`src/sv/sfs_pkg.sv`:
```
// ----------------------------------------------------------------------------
// sfs_pkg: shared types and constants of the sprite frame sequencer
// Holds the item mode codes, the internal operation and event codes, the
// configuration register map and the frame timer limits.
// ----------------------------------------------------------------------------
package sfs_pkg;

    // mode field of an input item
    localparam logic [1:0] MODE_TICK  = 2'd0;
    localparam logic [1:0] MODE_WRITE = 2'd1;
    localparam logic [1:0] MODE_START = 2'd2;
    localparam logic [1:0] MODE_PAUSE = 2'd3;

    // configuration register map
    localparam int         CFG_INDEX_W     = 2;
    localparam int         CFG_DATA_W      = 7;
    localparam logic [1:0] CFG_FRAME_COUNT = 2'd0;
    localparam logic [1:0] CFG_LOOP        = 2'd1;
    localparam logic [1:0] CFG_PING_PONG   = 2'd2;
    localparam logic [6:0] FRAME_COUNT_RST = 7'd1;

    // frame timer
    localparam int                    TIMER_BITS = 24;
    localparam logic [TIMER_BITS-1:0] TIMER_MAX  = '1;

    typedef enum logic [1:0] {
        OP_TICK,
        OP_WRITE,
        OP_START,
        OP_PAUSE
    } t_op;

    typedef enum logic [2:0] {
        EV_NONE  = 3'd0,
        EV_FRAME = 3'd1,
        EV_LOOP  = 3'd2,
        EV_PING  = 3'd3,
        EV_PONG  = 3'd4,
        EV_END   = 3'd5
    } t_event;

    typedef struct packed {
        logic [6:0] frame_count;
        logic       loop_enable;
        logic       ping_pong_enable;
    } t_cfg;

    // control part of a classified command
    typedef struct packed {
        t_op  op;
        logic write_ok;
        logic pause_value;
    } t_cmd_ctl;

endpackage

```
`src/sv/sfs_fifo.sv`:
```
// ----------------------------------------------------------------------------
// sfs_fifo: small register queue
// Flop-based FIFO with a fill count; the head word is shown combinationally.
// ----------------------------------------------------------------------------
module sfs_fifo #(
    parameter int WIDTH = 8,
    parameter int DEPTH = 4
) (
    input  logic                       i_clk,
    input  logic                       i_rst_n,
    input  logic                       i_push,
    input  logic [WIDTH-1:0]           i_data,
    input  logic                       i_pop,
    output logic [$clog2(DEPTH+1)-1:0] o_count,
    output logic [WIDTH-1:0]           o_data
);

    localparam int AW  = $clog2(DEPTH);
    localparam int CNW = $clog2(DEPTH + 1);

    logic [WIDTH-1:0] r_mem [DEPTH];
    logic [AW-1:0]    r_wr_ptr, n_wr_ptr;
    logic [AW-1:0]    r_rd_ptr, n_rd_ptr;
    logic [CNW-1:0]   r_count, n_count;
    logic             do_push, do_pop;

    assign do_push = i_push && (r_count != CNW'(DEPTH));
    assign do_pop  = i_pop && (r_count != '0);

    always_comb begin
        n_wr_ptr = r_wr_ptr;
        n_rd_ptr = r_rd_ptr;
        n_count  = r_count;
        if (do_push) begin
            n_wr_ptr = (r_wr_ptr == AW'(DEPTH - 1)) ? '0 : r_wr_ptr + AW'(1);
        end
        if (do_pop) begin
            n_rd_ptr = (r_rd_ptr == AW'(DEPTH - 1)) ? '0 : r_rd_ptr + AW'(1);
        end
        if (do_push && !do_pop) begin
            n_count = r_count + CNW'(1);
        end else if (do_pop && !do_push) begin
            n_count = r_count - CNW'(1);
        end
    end

    always_ff @(posedge i_clk) begin
        if (!i_rst_n) begin
            r_wr_ptr <= '0;
            r_rd_ptr <= '0;
            r_count  <= '0;
        end else begin
            r_wr_ptr <= n_wr_ptr;
            r_rd_ptr <= n_rd_ptr;
            r_count  <= n_count;
        end
    end

    always_ff @(posedge i_clk) begin
        if (do_push) begin
            r_mem[r_wr_ptr] <= i_data;
        end
    end

    assign o_count = r_count;
    assign o_data  = r_mem[r_rd_ptr];

endmodule

```
`src/sv/sfs_front.sv`:
```
// ----------------------------------------------------------------------------
// sfs_front: input side of the sprite frame sequencer
// Accepts items, decodes the mode into an operation and queues the command.
// ----------------------------------------------------------------------------
module sfs_front #(
    parameter int MAX_FRAMES = 64,
    parameter int COORD_BITS = 12,
    parameter int TIME_BITS  = 16
) (
    input  logic                          i_clk,
    input  logic                          i_rst_n,
    input  logic                          i_valid,
    output logic                          o_ready,
    input  logic [1:0]                    i_mode,
    input  logic [TIME_BITS-1:0]          i_delta_ticks,
    input  logic [$clog2(MAX_FRAMES)-1:0] i_entry_index,
    input  logic [COORD_BITS-1:0]         i_entry_x,
    input  logic [COORD_BITS-1:0]         i_entry_y,
    input  logic [COORD_BITS-1:0]         i_entry_width,
    input  logic [COORD_BITS-1:0]         i_entry_height,
    input  logic [TIME_BITS-1:0]          i_entry_duration,
    input  logic                          i_pause_value,
    output logic                          o_cmd_valid,
    input  logic                          i_cmd_pop,
    output sfs_pkg::t_cmd_ctl             o_cmd_ctl,
    output logic [TIME_BITS-1:0]          o_cmd_delta,
    output logic [$clog2(MAX_FRAMES)-1:0] o_cmd_index,
    output logic [4*COORD_BITS+TIME_BITS-1:0] o_cmd_entry
);

    localparam int PW      = $clog2(MAX_FRAMES);
    localparam int ENTRY_W = 4 * COORD_BITS + TIME_BITS;
    localparam int CTL_W   = $bits(sfs_pkg::t_cmd_ctl);
    localparam int CMD_W   = CTL_W + TIME_BITS + PW + ENTRY_W;
    localparam int DEPTH   = 4;
    localparam int CNW     = $clog2(DEPTH + 1);

    sfs_pkg::t_cmd_ctl  ctl;
    logic               push;
    logic [CMD_W-1:0]   push_data;
    logic [CMD_W-1:0]   head;
    logic [CNW-1:0]     count;

    // classify the item
    always_comb begin
        ctl.write_ok    = 32'(i_entry_index) < 32'(MAX_FRAMES);
        ctl.pause_value = i_pause_value;
        unique case (i_mode)
            sfs_pkg::MODE_TICK:  ctl.op = sfs_pkg::OP_TICK;
            sfs_pkg::MODE_WRITE: ctl.op = sfs_pkg::OP_WRITE;
            sfs_pkg::MODE_START: ctl.op = sfs_pkg::OP_START;
            default:             ctl.op = sfs_pkg::OP_PAUSE;
        endcase
    end

    assign o_ready   = (count != CNW'(DEPTH));
    assign push      = i_valid && o_ready;
    assign push_data = {ctl, i_delta_ticks, i_entry_index,
                        i_entry_x, i_entry_y, i_entry_width, i_entry_height,
                        i_entry_duration};

    sfs_fifo #(
        .WIDTH (CMD_W),
        .DEPTH (DEPTH)
    ) u_cmd_q (
        .i_clk   (i_clk),
        .i_rst_n (i_rst_n),
        .i_push  (push),
        .i_data  (push_data),
        .i_pop   (i_cmd_pop),
        .o_count (count),
        .o_data  (head)
    );

    assign o_cmd_valid = (count != '0);
    assign o_cmd_ctl   = sfs_pkg::t_cmd_ctl'(head[CMD_W-1 -: CTL_W]);
    assign o_cmd_delta = head[PW+ENTRY_W +: TIME_BITS];
    assign o_cmd_index = head[ENTRY_W +: PW];
    assign o_cmd_entry = head[ENTRY_W-1:0];

endmodule

```
`config.mk`:
```
export PLATFORM = sky130hd
export DESIGN_NAME = sfs_front
export DESIGN_NICKNAME = d
export VERILOG_FILES = /design/src/sv/sfs_pkg.sv /design/src/sv/sfs_fifo.sv /design/src/sv/sfs_front.sv
export SDC_FILE = /design/constraint.sdc
export NUM_CORES = 1
export LEC_CHECK = 0
export ABC_CLOCK_PERIOD_IN_PS = 4000
export BUFFER_PORTS_ARGS = -buffer_cell sky130_fd_sc_hd__buf_2
export CORE_ASPECT_RATIO = 2
export CORE_MARGIN = 10
export CORE_UTILIZATION = 51
export CTS_CLUSTER_DIAMETER = 30
export DETAILED_ROUTE_END_ITERATION = 7
export GPL_ROUTABILITY_DRIVEN = 1
export HOLD_SLACK_MARGIN = 0.05
export PLACE_DENSITY_LB_ADDON = 0.05
export SETUP_SLACK_MARGIN = 0.1
export SLEW_MARGIN = 20
export SYNTH_ARGS = -nofsm -noshare
export SYNTH_HDL_FRONTEND = slang
export SYNTH_HIERARCHICAL = 1
export SYNTH_SLANG_ARGS = --single-unit
```
`constraint.sdc`:
```
create_clock -name i_clk -period 4 [get_ports i_clk]
set_input_delay 0.8 -clock i_clk [delete_from_list [all_inputs] [get_ports i_clk]]
set_output_delay 0.8 -clock i_clk [all_outputs]
set_load 0.02 [all_outputs]
```
==> results.yml <==
run_status:
  outcome: "completed"
sta:
  final.min_clock_period_ns: 3.11
  slew_viol_final: 0
  fmax_ghz: 0.321
  tightest_slew_ns: 0.812
  finalSetupViolCount: 0
  tns_ns: 0
  rsz0062_at_grt: "no"
  slew_headroom_pct: 45.9
  hold_violations: 0
  fin_crit_sh_pct: 77.8
  fin_skew_ns: 0.0127
synth:
  postSynthAreaPerCell_um2: 25.8
  ys_warn_count: 6
  synthCells: 526
  synth_area_um2: 13600
  ys_seq_area_share_pct: 81.0
  ys_types: 25
  ys_ff_latch: 369
floorplan:
  core-area_um2: 26300
  die_h_um: 251
  start_util_pct: 51.7
  die_w_um: 135
  io_pins: 185
  die_area_um2: 33900
  row_count: 84
clock_tree:
  clockRootBuffer: "clkbuf_16"
  clock-sinks: 369
  path_clk_slew_ns: 0.06
  cts_hold_buf: 0
  cts_tree: "done"
  cts_max_level: 2
  clk_latency_ns: 0.51
  clock_path_buffers: 3
  cts_setup_buffers: 0
  post_cts_resized: 0
  cts_inserted_buffers: 38
cells_and_area:
  drive_gt1_share_pct: 45.4
  fin_area_um2: 16200
  nets: 844
  final_cell_mix: "360 x edfxtp_1, 184 x buf_2, 90 x mux4_2"
  final_common_cell: "edfxtp_1"
  synthToLayoutAreaGrowth_pct: 19.4
  nFillCells: 1898
grt:
  grt-busiest-layer: "met2"
  grt_antenna_before_repair: 3
  gr-usage-met2_pct: 28.7
  grt_pass1_wl_um: 41000
  met1_usage_pct: 17.5
  grt_overflow: 0
  grt_max_degree: 51
  track_usage_pct: 15.8
  first_global_vias: 7052
  use_met3_pct: 3.86
setup_path:
  cp_data_required_time_ns: 3.20
  slowest_delay_ns: 0.63
  cp-end-kind: "primary output"
  r2r-start: "u_cmd_q/o_count[0]"
  arrival_ns: 2.31
  worstSetupStartpointType: "flop"
  critPathBufInv: 2
  critPathTopFamily: "flip-flops"
  path_cells: "buf_12, mux4_2, buf_2"
  cp_slowest_cell: "dfxtp_4"
  path_class: "reg -> out"
  cp_max_fo: 39
power:
  powerDensity_nw_per_um2: 724
  power_leakage_uw: 0.00545
  peakVddDrop_mv: 0.440
worst_hold_path:
  hp-class: "in -> reg"
  hold_path.startpoint: "i_delta_ticks[3]"
place:
  gp_congestion: 0.724
  dpl_cell_area_um2: 14900
  io_buffer_count: 184
  dp_hpwl_um: 16800
route:
  wl_um: 26400
  drt_first_pass_iters: 4
  drcViolationCount: 0
  ant_nets: 0
  vias_per_cell: 5.41
  vias: 6048
  wl_per_cell_um: 23.6
  drt-initial-drc-count: 319
run:
  maxCapViolCount: 0
-- worst reg2reg max path: stages (launching register included) --
cell and delay, ns:
dfxtp_1 0.45, nor2_1 0.08, a21boi_0 0.15, a21boi_2 0.39
ha_1 0.27, inv_1 0.07, fa_1 0.37, xor2_1 0.15
or3_1 0.31, a21boi_0 0.16
-- power breakdown --
part / switching (uW) / internal (uW)
Clock: 1400 / 2220
Combinational: 1740 / 1250
Sequential: 232 / 4890
Total: 3380 / 8360
-- logic make-up (layout without fill, tap and decap cells) --
family / Yosys count / in the layout / synth area share [%]
compound gates: 7 / 7 / 0.359
xor+xnor: 2 / 2 / 0.129
fa+ha+maj: 7 / 7 / 0.700
buf+inv: 26 / 270 / 1.94
flops: 369 / 369 / 81.0
mux: 93 / 93 / 15.2
other cells: 1 / 5 / 0.0276
simple gates: 21 / 21 / 0.746
-- synthesized netlist by cell type --
master	n	area share, %
inv_1	3	0.083
mux2i_1	3	0.22
edfxtp_1	360	80
buf_2	9	0.33
o21ai_0	3	0.11
nand3_1	2	0.074
nand2_1	7	0.19
dfxtp_1	9	1.3
conb_1	1	0.028
mux4_2	90	15
nor2_1	4	0.11
ha_1	6	0.55
fa_1	1	0.15
xor2_1	1	0.065
or3_1	2	0.092
a21boi_0	2	0.11
buf_6	1	0.083
nor2b_1	1	0.046
o31ai_1	1	0.055
buf_1	1	0.028
a21boi_2	1	0.083
xnor2_1	1	0.065
clkbuf_1	3	0.083
buf_12	9	1.3
and2_1	5	0.23
-- per-stage QoR --
stage / total power [uW] / std cells / hold WS, ns / utilization [%] / setup slack [ns]
finish: 11700 / 1118 / 0.501 / 61.7 / 0.889
global route: 12200 / 1117 / 0.488 / 61.7 / 0.734
CTS: 11900 / 1117 / 0.480 / 61.7 / 0.790
detailed placement: 8310 / 1048 / 0.502 / 56.7 / 1.14
global placement: 8240 / 1048 / 0.479 / 56.7 / 1.24
floorplan: 7350 / 529 / 0.468 / - / 0.170
-- flip-flops by register name, summed over array words and instances (netlist names), named ones only --
signal	cells
u_cmd_q/o_count	3
u_cmd_q/r_rd_ptr	2
u_cmd_q/r_wr_ptr	2
u_cmd_q/r_mem	360
-- area by class of cell --
type / count / area [um2] / share of cell area [%]
flip-flops and latches: 369 / 11000 / 67.8
inverters: 3 / 11.3 / 0.0694
multi-input cells: 134 / 2340 / 14.5
clock buffers: 50 / 1060 / 6.54
clock inverters: 19 / 254 / 1.57
well taps: 344 / 430 / 2.65
diodes: 1 / 2.50 / 0.0154
repair buffers: 198 / 1110 / 6.87
-- worst paths after layout --
check                           depth (start not counted)              endpoint  slack [ns]
worst min-delay path                                    1  u_cmd_q/r_mem[3][73]        0.50
worst min register to register                          2   u_cmd_q/r_wr_ptr[1]        0.51
worst max-delay path                                    3       o_cmd_delta[13]        0.89
worst max register to register                          9    u_cmd_q/o_count[2]        1.53
-- per-layer routing --
metal  vias up  routed length, um
met2       158              14700
met1      3155               9450
met4         6                633
met3        47               1570
met5         -                 38
li1       2682                  -
(Power assumes the default switching activity.)
